--- config.mk ---
export PLATFORM = sky130hd
export DESIGN_NAME = zone_min_max_summarizer
export DESIGN_NICKNAME = d
export VERILOG_FILES = /design/src/rtl/zmm_pkg.sv /design/src/rtl/zmm_result_queue.sv /design/src/rtl/zone_min_max_summarizer.sv
export SDC_FILE = /design/constraint.sdc
export NUM_CORES = 2
export LEC_CHECK = 0
export BUFFER_PORTS_ARGS = -buffer_cell sky130_fd_sc_hd__buf_4
export CELL_PAD_IN_SITES_DETAIL_PLACEMENT = 0
export CELL_PAD_IN_SITES_GLOBAL_PLACEMENT = 2
export CORE_MARGIN = 1
export CORE_UTILIZATION = 42
export DETAILED_ROUTE_END_ITERATION = 7
export PLACE_DENSITY_LB_ADDON = 0.3
export SETUP_SLACK_MARGIN = 0.15
export SLEW_MARGIN = 20
export SYNTH_ARGS = -nofsm -noshare
export SYNTH_HDL_FRONTEND = slang
export SYNTH_SLANG_ARGS = --single-unit
--- constraint.sdc ---
create_clock -name clk -period 22.9 [get_ports clk]
set_input_delay 1.145 -clock clk [delete_from_list [all_inputs] [get_ports clk]]
set_output_delay 1.145 -clock clk [all_outputs]
set_load 0.02 [all_outputs]
--- src/rtl/zmm_pkg.sv ---
// Package for the zone min/max summariser: word types, type codes, register indexes
// and the per-type helper functions (masks, extremes, NaN test, ordering key).
// No dependencies.
`timescale 1ns / 1ps
`default_nettype none

package zmm_pkg;

    // Largest zone size exponent handled by default
    localparam int ZMM_MAX_ZONE_LOG2 = 16;

    // Configuration port geometry and register indexes
    localparam int CFG_INDEX_W = 4;
    localparam int CFG_DATA_W  = 5;
    localparam logic [CFG_INDEX_W-1:0] CFG_VALUE_TYPE = 4'd0;
    localparam logic [CFG_INDEX_W-1:0] CFG_ZONE_LOG2  = 4'd1;

    // Reset values of the configuration registers
    localparam logic [4:0] ZONE_LOG2_RESET = 5'd10;

    typedef enum logic [2:0] {
        VT_INT8    = 3'd0,
        VT_INT16   = 3'd1,
        VT_INT32   = 3'd2,
        VT_INT64   = 3'd3,
        VT_UINT64  = 3'd4,
        VT_FLOAT32 = 3'd5,
        VT_FLOAT64 = 3'd6
    } vtype_t;

    typedef struct packed {
        logic [63:0] value_bits;
        logic        column_end;
    } item_word_t;

    typedef struct packed {
        logic [31:0] zone_number;
        logic [63:0] zone_low;
        logic [63:0] zone_high;
        logic [63:0] column_low;
        logic [63:0] column_high;
        logic        final_zone;
    } result_word_t;

    // Bits of the raw word that the type uses
    function automatic logic [63:0] type_mask(vtype_t t);
        logic [63:0] m;
        unique case (t)
            VT_INT8:               m = 64'h0000_0000_0000_00FF;
            VT_INT16:              m = 64'h0000_0000_0000_FFFF;
            VT_INT32, VT_FLOAT32:  m = 64'h0000_0000_FFFF_FFFF;
            default:               m = 64'hFFFF_FFFF_FFFF_FFFF;
        endcase
        return m;
    endfunction

    // Largest finite value of the type, as raw bits
    function automatic logic [63:0] type_max(vtype_t t);
        logic [63:0] r;
        unique case (t)
            VT_INT8:    r = 64'h0000_0000_0000_007F;
            VT_INT16:   r = 64'h0000_0000_0000_7FFF;
            VT_INT32:   r = 64'h0000_0000_7FFF_FFFF;
            VT_UINT64:  r = 64'hFFFF_FFFF_FFFF_FFFF;
            VT_FLOAT32: r = 64'h0000_0000_7F7F_FFFF;
            VT_FLOAT64: r = 64'h7FEF_FFFF_FFFF_FFFF;
            default:    r = 64'h7FFF_FFFF_FFFF_FFFF;
        endcase
        return r;
    endfunction

    // Smallest finite value of the type, as raw bits
    function automatic logic [63:0] type_min(vtype_t t);
        logic [63:0] r;
        unique case (t)
            VT_INT8:    r = 64'h0000_0000_0000_0080;
            VT_INT16:   r = 64'h0000_0000_0000_8000;
            VT_INT32:   r = 64'h0000_0000_8000_0000;
            VT_UINT64:  r = 64'h0000_0000_0000_0000;
            VT_FLOAT32: r = 64'h0000_0000_FF7F_FFFF;
            VT_FLOAT64: r = 64'hFFEF_FFFF_FFFF_FFFF;
            default:    r = 64'h8000_0000_0000_0000;
        endcase
        return r;
    endfunction

    // NaN test for the floating types; integers never are NaN
    function automatic logic is_nan(vtype_t t, logic [63:0] v);
        logic r;
        unique case (t)
            VT_FLOAT32: r = (v[30:23] == 8'hFF) && (v[22:0] != 23'd0);
            VT_FLOAT64: r = (v[62:52] == 11'h7FF) && (v[51:0] != 52'd0);
            default:    r = 1'b0;
        endcase
        return r;
    endfunction

    // Unsigned key whose order matches the value order of the type
    function automatic logic [63:0] order_key(vtype_t t, logic [63:0] v);
        logic [63:0] m;
        logic [63:0] sign;
        logic [63:0] x;
        logic [63:0] k;
        m = type_mask(t);
        x = v & m;
        unique case (t)
            VT_UINT64: k = x;
            VT_FLOAT32, VT_FLOAT64:
            begin
                sign = (t == VT_FLOAT32) ? 64'h0000_0000_8000_0000
                                         : 64'h8000_0000_0000_0000;
                // fold -0 onto +0
                if ((x & (sign - 64'd1)) == 64'd0)
                begin
                    x = 64'd0;
                end
                k = ((x & sign) != 64'd0) ? (~x & m) : (x | sign);
            end
            default:
            begin
                sign = (m >> 1) + 64'd1;
                k = (x ^ sign) & m;
            end
        endcase
        return k;
    endfunction

endpackage

`default_nettype wire

--- src/rtl/zmm_result_queue.sv ---
// Two-word result queue between the summariser datapath and the result channel.
// Depends on zmm_pkg for the result word type.
`timescale 1ns / 1ps
`default_nettype none

module zmm_result_queue (
    input  wire logic                  clk,
    input  wire logic                  rst_n,
    input  wire logic                  push,
    input  wire zmm_pkg::result_word_t push_word,
    output logic                       full,
    output logic                       result_valid,
    input  wire logic                  result_ready,
    output zmm_pkg::result_word_t      result
);
    import zmm_pkg::*;

    logic         head_valid_reg;
    logic         head_valid_next;
    logic         tail_valid_reg;
    logic         tail_valid_next;
    result_word_t head_reg;
    result_word_t head_next;
    result_word_t tail_reg;
    result_word_t tail_next;
    logic         pop;

    assign pop          = head_valid_reg && result_ready;
    assign full         = tail_valid_reg;
    assign result_valid = head_valid_reg;
    assign result       = head_reg;

    // Move the tail word into the head on a pop, then drop a pushed word into the first free slot
    always_comb
    begin
        head_next       = head_reg;
        tail_next       = tail_reg;
        head_valid_next = head_valid_reg;
        tail_valid_next = tail_valid_reg;
        if (pop)
        begin
            head_next       = tail_reg;
            head_valid_next = tail_valid_reg;
            tail_valid_next = 1'b0;
        end
        if (push)
        begin
            if (!head_valid_next)
            begin
                head_next       = push_word;
                head_valid_next = 1'b1;
            end
            else
            begin
                tail_next       = push_word;
                tail_valid_next = 1'b1;
            end
        end
    end

    // Hold the valid flags under reset
    always_ff @(posedge clk or negedge rst_n)
    begin
        if (!rst_n)
        begin
            head_valid_reg <= 1'b0;
            tail_valid_reg <= 1'b0;
        end
        else
        begin
            head_valid_reg <= head_valid_next;
            tail_valid_reg <= tail_valid_next;
        end
    end

    // Payload words
    always_ff @(posedge clk)
    begin
        head_reg <= head_next;
        tail_reg <= tail_next;
    end

endmodule

`default_nettype wire

--- src/rtl/zone_min_max_summarizer.sv ---
// Top level of the zone min/max summariser: running extremes, zone tracking, config.
// Depends on zmm_pkg and zmm_result_queue.
`timescale 1ns / 1ps
`default_nettype none

// Zone min/max summariser. One column value is taken per cycle while item_ready
// is high, as a raw 64-bit word, and read as the type held in register 0
// (int8/16/32/64, uint64, float32, float64; code 7 reads as int64). Each value is
// compared against the zone and column extremes in the same cycle it is accepted;
// a zone closes after 2^zone_size_log2 values (register 1, saturated at
// MAX_ZONE_LOG2) or at a word marked column_end, and its summary word is then
// written into the result queue. Results wait in a two-word queue, so item_ready
// stays high while fewer than two results are waiting; with the result side ready
// the block sustains one item per cycle. NaNs count towards the zone length but
// never become an extreme. cfg_ready is always high; a configuration write (to
// register 0 or 1; other indexes are ignored) restarts the column and must be
// issued only while the block is idle. No clearing pass is needed after reset.
module zone_min_max_summarizer #(
    parameter int MAX_ZONE_LOG2 = zmm_pkg::ZMM_MAX_ZONE_LOG2
) (
    input  wire logic                             clk,
    input  wire logic                             rst_n,
    input  wire logic                             item_valid,
    output logic                                  item_ready,
    input  wire zmm_pkg::item_word_t              item,
    output logic                                  result_valid,
    input  wire logic                             result_ready,
    output zmm_pkg::result_word_t                 result,
    input  wire logic                             cfg_valid,
    output logic                                  cfg_ready,
    input  wire logic [zmm_pkg::CFG_INDEX_W-1:0]  cfg_index,
    input  wire logic [zmm_pkg::CFG_DATA_W-1:0]   cfg_data
);
    import zmm_pkg::*;

    localparam int POS_W = MAX_ZONE_LOG2;

    // Configuration
    vtype_t           value_type_reg;
    vtype_t           value_type_next;
    logic [4:0]       zone_log2_reg;
    logic [4:0]       zone_log2_next;
    logic             cfg_fire;
    logic             cfg_hit;

    // Running state
    logic [63:0]      zone_min_reg;
    logic [63:0]      zone_min_next;
    logic [63:0]      zone_max_reg;
    logic [63:0]      zone_max_next;
    logic [63:0]      col_min_reg;
    logic [63:0]      col_min_next;
    logic [63:0]      col_max_reg;
    logic [63:0]      col_max_next;
    logic [POS_W-1:0] position_reg;
    logic [POS_W-1:0] position_next;
    logic [31:0]      zone_count_reg;
    logic [31:0]      zone_count_next;

    // Datapath
    logic             item_fire;
    logic             queue_full;
    logic [4:0]       zone_lg;
    logic [POS_W-1:0] zone_mask;
    logic [63:0]      value;
    logic [63:0]      value_key;
    logic             value_nan;
    logic [63:0]      upd_zone_min;
    logic [63:0]      upd_zone_max;
    logic [63:0]      upd_col_min;
    logic [63:0]      upd_col_max;
    logic             zone_done;
    logic             emit;
    result_word_t     summary;

    assign cfg_ready  = 1'b1;
    assign cfg_fire   = cfg_valid && cfg_ready;
    assign cfg_hit    = cfg_fire && (cfg_index == CFG_VALUE_TYPE || cfg_index == CFG_ZONE_LOG2);
    assign item_ready = !queue_full;
    assign item_fire  = item_valid && item_ready;

    // Saturate the zone exponent and expand it to a position mask
    always_comb
    begin
        zone_lg = (zone_log2_reg > 5'(MAX_ZONE_LOG2)) ? 5'(MAX_ZONE_LOG2) : zone_log2_reg;
        for (int i = 0; i < POS_W; i++)
        begin
            zone_mask[i] = (5'(i) < zone_lg);
        end
    end

    // Compare the new value against all four extremes
    always_comb
    begin
        value        = item.value_bits & type_mask(value_type_reg);
        value_nan    = is_nan(value_type_reg, value);
        value_key    = order_key(value_type_reg, value);
        upd_zone_min = zone_min_reg;
        upd_zone_max = zone_max_reg;
        upd_col_min  = col_min_reg;
        upd_col_max  = col_max_reg;
        if (!value_nan)
        begin
            if (value_key < order_key(value_type_reg, zone_min_reg))
            begin
                upd_zone_min = value;
            end
            if (value_key > order_key(value_type_reg, zone_max_reg))
            begin
                upd_zone_max = value;
            end
            if (value_key < order_key(value_type_reg, col_min_reg))
            begin
                upd_col_min = value;
            end
            if (value_key > order_key(value_type_reg, col_max_reg))
            begin
                upd_col_max = value;
            end
        end
        zone_done = (position_reg == zone_mask) || item.column_end;
        emit      = item_fire && zone_done;

        summary.zone_number = zone_count_reg;
        summary.zone_low    = upd_zone_min;
        summary.zone_high   = upd_zone_max;
        summary.column_low  = upd_col_min;
        summary.column_high = upd_col_max;
        summary.final_zone  = item.column_end;
    end

    // Next state: a write to register 0 or 1 restarts the column, otherwise advance on an item
    always_comb
    begin
        value_type_next = value_type_reg;
        zone_log2_next  = zone_log2_reg;
        zone_min_next   = zone_min_reg;
        zone_max_next   = zone_max_reg;
        col_min_next    = col_min_reg;
        col_max_next    = col_max_reg;
        position_next   = position_reg;
        zone_count_next = zone_count_reg;
        if (cfg_hit)
        begin
            if (cfg_index == CFG_VALUE_TYPE)
            begin
                value_type_next = (cfg_data[2:0] > 3'(VT_FLOAT64)) ? VT_INT64
                                                                   : vtype_t'(cfg_data[2:0]);
            end
            else
            begin
                zone_log2_next = cfg_data;
            end
            zone_min_next   = type_max(value_type_next);
            zone_max_next   = type_min(value_type_next);
            col_min_next    = type_max(value_type_next);
            col_max_next    = type_min(value_type_next);
            position_next   = '0;
            zone_count_next = '0;
        end
        else if (item_fire)
        begin
            zone_min_next = upd_zone_min;
            zone_max_next = upd_zone_max;
            col_min_next  = upd_col_min;
            col_max_next  = upd_col_max;
            if (!zone_done)
            begin
                position_next = (position_reg + POS_W'(1)) & zone_mask;
            end
            else
            begin
                zone_min_next = type_max(value_type_reg);
                zone_max_next = type_min(value_type_reg);
                position_next = '0;
                if (item.column_end)
                begin
                    col_min_next    = type_max(value_type_reg);
                    col_max_next    = type_min(value_type_reg);
                    zone_count_next = '0;
                end
                else
                begin
                    zone_count_next = zone_count_reg + 32'd1;
                end
            end
        end
    end

    // State registers; reset state matches an int64 column with zones of 1024
    always_ff @(posedge clk or negedge rst_n)
    begin
        if (!rst_n)
        begin
            value_type_reg <= VT_INT64;
            zone_log2_reg  <= ZONE_LOG2_RESET;
            zone_min_reg   <= type_max(VT_INT64);
            zone_max_reg   <= type_min(VT_INT64);
            col_min_reg    <= type_max(VT_INT64);
            col_max_reg    <= type_min(VT_INT64);
            position_reg   <= '0;
            zone_count_reg <= '0;
        end
        else
        begin
            value_type_reg <= value_type_next;
            zone_log2_reg  <= zone_log2_next;
            zone_min_reg   <= zone_min_next;
            zone_max_reg   <= zone_max_next;
            col_min_reg    <= col_min_next;
            col_max_reg    <= col_max_next;
            position_reg   <= position_next;
            zone_count_reg <= zone_count_next;
        end
    end

    // Queue finished zone summaries for the result channel
    zmm_result_queue u_queue (
        .clk          (clk),
        .rst_n        (rst_n),
        .push         (emit),
        .push_word    (summary),
        .full         (queue_full),
        .result_valid (result_valid),
        .result_ready (result_ready),
        .result       (result)
    );

endmodule

`default_nettype wire

=== Word-level counts from Yosys, hierarchy flattened ===
Cells that the tools add are included.

* Flip-flop bits (word level): 892
* Input bits: 79
* Output and inout port bits: 292
* Word-level logic and storage cells: 214

* Add/subtract/negate cells: 5
* $lt $le $gt $ge: 22
* Eq/ne operators: 14
* Muxes and demuxes: 77
* Bitwise gates (word level): 43
* Reductions and logical operators: 31

{| class="wikitable"
|+ Operators by type and width
! operator !! number
|-
| 64-bit 2-to-1 mux || 47
|-
| 64-bit bitwise AND || 26
|-
| 64-bit one-hot mux with 6 select lines || 4
|-
| 289-bit 2-to-1 mux || 3
|-
| 64-bit one-hot mux with 2 select lines || 5
|-
| 64-bit logical NOT || 5
|-
| 64-bit inverter || 5
|-
| 64-bit bitwise OR || 5
|-
| 64-bit nonzero test || 5
|-
| 64-bit XOR || 5
|-
| 64-bit one-hot mux with 3 select lines || 1
|-
| 63-bit by 1-bit adder with 64-bit output, second input constant || 2
|-
| 64-bit greater-than comparator || 2
|-
| 64-bit < comparator || 2
|-
| 32-bit 2-to-1 mux || 4
|-
| 64-bit by 1-bit subtractor with 64-bit output, second input constant || 1
|-
| 52-bit nonzero test || 1
|-
| 16-bit 2-to-1 mux || 3
|-
| 4-bit by 5-bit < comparator with 1-bit output, first input constant || 8
|-
| 32-bit by 1-bit adder with 32-bit output, second input constant || 1
|-
| 23-bit nonzero test || 1
|-
| 3-bit by 5-bit < comparator with 1-bit output, first input constant || 4
|-
| 3-bit equality test, second input constant || 6
|-
| 16-bit by 1-bit adder with 16-bit output, second input constant || 1
|-
| other kinds (24) || 45
|}

=== Longest topological paths before layout ===
* Depth after elaboration: 26
* Depth in mapped cells: 24
* Mapped depth without buffers: 19

=== Cells and area by module ===
From an unflattened synthesis, not the netlist that was laid out.

* Cells, all modules: 4419
* Area, all modules: 50738.7 um2

{| class="wikitable"
|+ Modules (own cells, without submodules)
! module !! instances !! cells each !! area an instance (um2) !! seq. area each (um2)
|-
| zone_min_max_summarizer || 1 || 3186 || 28825.1 || 7972.6
|-
| zmm_result_queue || 1 || 1233 || 21913.5 || 14513.9
|}

=== Least setup slack after synthesis ===
No wires, ideal clock.

* Path kind: register -> register
* Start: register zone_log2_reg[3]
* End: register u_queue.tail_reg[0] (netlist bit) (enable)
* Library setup time: 0.690 ns
* Arrival time: 9.419 ns
* Required time: 22.210 ns
* Path slack: 12.792 ns
* Cell stages (with the launch flop): 14
* Buffers on the path: 4
* Period minus slack after synthesis: 10.108 ns
* Path through: dfstp_2 -> clkbuf_1 -> clkbuf_1 -> nor3_1 -> nand2_1 -> ha_1 -> inv_1 -> a221o_1 -> a211o_1 -> a2111oi_2 -> a21o_1 -> buf_6 -> buf_2 -> and3_1

* Word-level cells in the longest chain between the ends: 7
* Elaborated cells between the ends (all ways): 22
* Those cells by class: order compare: 17; eq/ne: 1; mux: 1; reduce/logical: 3

{| class="wikitable"
|+ Ends and longest elaborated chain
! what !! line !! source
|-
| start, declared || zone_min_max_summarizer.sv:41 || <nowiki>logic [4:0] zone_log2_reg;</nowiki>
|-
| start signal, assigned || zone_min_max_summarizer.sv:207 || <nowiki>zone_log2_reg <= zone_log2_next;</nowiki>
|-
| 5-bit greater-than comparator || zone_min_max_summarizer.sv:85 || <nowiki>zone_lg = (zone_log2_reg > 5'(MAX_ZONE_LOG2)) ? 5'(MAX_ZONE_LOG2) : zone_log2_reg;</nowiki>
|-
| 5-bit 2-to-1 mux (*) || zone_min_max_summarizer.sv:85 ||
|-
| 1-bit by 5-bit < comparator with 1-bit output (tied with other cells) || zone_min_max_summarizer.sv:88 || <nowiki>zone_mask[i] = (5'(i) < zone_lg);</nowiki>
|-
| 16-bit equality test (*) || zone_min_max_summarizer.sv:121 || <nowiki>zone_done = (position_reg == zone_mask) || item.column_end;</nowiki>
|-
| 1-bit logical OR (*) || zone_min_max_summarizer.sv:121 ||
|-
| 1-bit logical AND (*) || zone_min_max_summarizer.sv:122 || <nowiki>emit = item_fire && zone_done;</nowiki>
|-
| 2-bit AND reduction (no source line) (*) || n/a ||
|-
| end signal, assigned || zmm_result_queue.sv:80 || <nowiki>tail_reg <= tail_next;</nowiki>
|-
| end, declared || zmm_result_queue.sv:24 || <nowiki>result_word_t tail_reg;</nowiki>
|}

Mark *: on every way between the ends. The rest lies on a longest branch, timed or not.
A chain may end at the register's enable or synchronous reset.

=== Final worst setup path ===
* Start: register value_type_reg[0]
* End: register zone_min_reg[39]

* Word-level cells in the longest chain between the ends: 21
* Elaborated cells between the ends (all ways): 68
* Those cells by class: add/sub: 3; order compare: 1; eq/ne: 12; mux: 23; bitwise: 17; reduce/logical: 12

{| class="wikitable"
|+ Ends and longest elaborated chain
! what !! line !! source
|-
| start, declared || zone_min_max_summarizer.sv:39 || <nowiki>vtype_t value_type_reg;</nowiki>
|-
| start signal, assigned || zone_min_max_summarizer.sv:206 || <nowiki>value_type_reg <= value_type_next;</nowiki>
|-
| branches (longest 20 deep; another with 64-bit by 1-bit subtractor with 64-bit output) || n/a ||
|-
| 64-bit 2-to-1 mux (*) || zone_min_max_summarizer.sv:143 || <nowiki>if (cfg_hit)</nowiki>
|-
| end signal, assigned || zone_min_max_summarizer.sv:197 || <nowiki>zone_min_reg <= type_max(VT_INT64);</nowiki>
|-
| end signal, assigned || zone_min_max_summarizer.sv:208 || <nowiki>zone_min_reg <= zone_min_next;</nowiki>
|-
| end, declared || zone_min_max_summarizer.sv:47 || <nowiki>logic [63:0] zone_min_reg;</nowiki>
|}

Every way passes the cells marked *. The select of a mux whose other input is x is not followed.

==> run metrics <==
clock latency on the worst-skew pair 0.72 ns; Worst Skew 0.0432 ns; Worst Hold Class in -> async; launch point of the worst path value_type_reg[0]; unrepaired setup endpoints after global routing false; VDD IR max 0.0000715 V; worst slack, placed 13.40 ns; mean post-synth cell area 9.77 um2; r2r setup slk 13.42 ns; number of enable flip-flop cells after synthesis 289; cts bufs inserted 100; worst setup path category reg -> reg; max_cap viols 0; pwr dens 144 nW/um2; share of the yosys chip area belonging to registers 45.0%; cells taking the most area after synthesis edfxtp_1 17%, dfxtp_1 12%, dfrtp_1 9.1%, dfstp_2 6.9%, ha_1 6.4%; Mapped Nets 5,453; Port Buf Inserts 369; DR iter-0 viols 4,289; Arrival @ worst endpoint 10.13 ns; CTS tree built; vias 41,500; Power, Total 8.24 mW; most common cell in the netlist nand2_1; M1 WL 84,100 um; Setup Viol. Count Final 0; r2r worst-path depth 21; Initial Util 42.4%; prevailing post-synth register cell edfxtp_1; H-Tree Depth 3; core footprint 118,000 um2; hold slack final 0.385 ns; FF-to-FF End zone_min_reg[39]; Post-Route Setup TNS 0 ns; Top Ports 371; Tmin final 9.48 ns; endpoint class of the critical path flop; First-pass DRT Iterations 6; Syn Std Cell Area 50,000 um2; post-CTS sizing 0; status finished, final reports clean; Final Hold Fails 0; register bit count reported by yosys 892; CP endpoint zone_min_reg[39]; Sink Count 892; critical path startpoint category flop; layout cell share with drive strength beyond 1 18.6%; largest net degree at the start of global routing 265; Period Utilization, post-route 41.4%; Layout area overhead 14.2%; # hold bufs at CTS 0; nets 5,586; Synth Warn # 0; P_leak 25.1 nW; top sig layer met5; Unique masters post-synth 89; asr flop ratio synth 35.2%; clk buf depth 3; cell taking the most area after synthesis edfxtp_1; crit path max fanout 74; drt drc 0; FMAX 105 MHz; WL met3 14,600 um; GP Congestion 0.960; Die Wd 347 um; initial antenna violation count 10; Post-DP Area 53,700 um2; wire per inst 27.2 um; DR vias/cell 6.04; total congestion overflow 0; Post-CTS Setup Bufs 0; Max Slew Vio Count 0; clock slew at reported path FFs 0.06 ns; first-pass GRT wire length 273,000 um; total die area 120,000 um2; Final Cell Area 57,100 um2; vias in the first global route 39,600; Least-Margin Pin Slew 1.21 ns; final std cells w/o fill 6,876; synth cell count leaders 778 x nand2_1, 290 x a21oi_1, 289 x dfxtp_1, 289 x edfxtp_1, 257 x ha_1; row cnt 126; worst setup margin 13.42 ns; Core Util, Final 48.4%; routed wl met2 83,000 um; WL final 187,000 um; R2R Path Start value_type_reg[0]; Critical Path RT 23.54 ns; dpl hpwl 133,000 um; root buf cell clkbuf_16; relative slew slack 19.3%; GRT Util Overall 30.3%; top cell type's share of synthesized area 17.4%; number of cells after detailed placement 6,683; Final ANT Viol Nets 0; Syn Inst Count 5,117; Die Ht 347 um
[cells in the final DEF (no fill, tap or decap), types with 182 or more instances in the layout]
cell type    n
nand2_1    774
buf_4      452
dfxtp_1    289
edfxtp_1   289
a21oi_1    287
ha_1       257
nand3_1    206
a21o_1     203
a221o_1    203
xor2_1     188
nor2_1     182
[metal layers]
metal | up-vias | track usage (%)
met5 | - | 0
met4 | 14 | 9.06
met3 | 233 | 6.40
met2 | 1552 | 45.9
met1 | 20600 | 43.2
li1 | 19100 | -
[cells by family (layout without fill, tap and decap cells)]
family / after synthesis / in the layout / share of synthesized area, %
AO/OA/AOI/OAI: 1291 / 1291 / 18.3
XOR/XNOR: 336 / 336 / 5.88
adder cells (fa/ha/maj): 257 / 257 / 6.43
buffers and inverters: 462 / 683 / 4.09
flip-flops: 892 / 892 / 45.0
multiplexers: 221 / 221 / 4.83
other: 1 / 3 / 0.00750
AND/OR/NAND/NOR: 1657 / 1657 / 15.5
[final cells by class]
type | instances | area, um2
antenna | 2 | 5.00
clock buffer | 150 | 2940
clock inverter | 40 | 418
fill | 11200 | 60900
inverter | 35 | 131
multi-input combinational | 3763 | 25700
sequential | 892 | 22500
tap | 1536 | 1920
timing repair buffer | 458 | 3510
[worst min path at each step]
stage | start | endpoint | cells past startpoint
floorplan | zone_count_reg[30] | u_queue.tail_reg[287] | 0
global placement | u_queue.full | u_queue.full | 1
detailed placement | u_queue.full | u_queue.full | 1
CTS | u_queue.full | u_queue.full | 1
global route | u_queue.full | u_queue.full | 1
finish | rst_n | zone_count_reg[15] | 1
[worst max-delay path, cell delays in order (launching register included)]
cell       delay (ns)
dfstp_2          1.06
mux2i_4          0.33
buf_4            0.70
a31oi_1          0.17
nor3_4           0.44
a31oi_4          0.22
nand2_4          0.29
buf_4            0.76
xor2_1           0.14
nor2_1           0.54
ha_1             0.29
nand4_1          0.15
nor4_1           0.50
nand3_1          0.17
or3_1            0.42
nor3_1           0.25
o2111ai_1        0.20
o211ai_4         0.21
buf_4            0.48
buf_4            0.63
a21o_1           0.94
a221o_1          0.31
[where the power goes]
part           total (mW)  switching, mW  internal (mW)
sequential           2.86          0.567           2.29
clock                1.63          0.699          0.931
combinational        3.76           2.27           1.49
total                8.24           3.54           4.71
No activity file was read; power rests on OpenSTA's default activity.
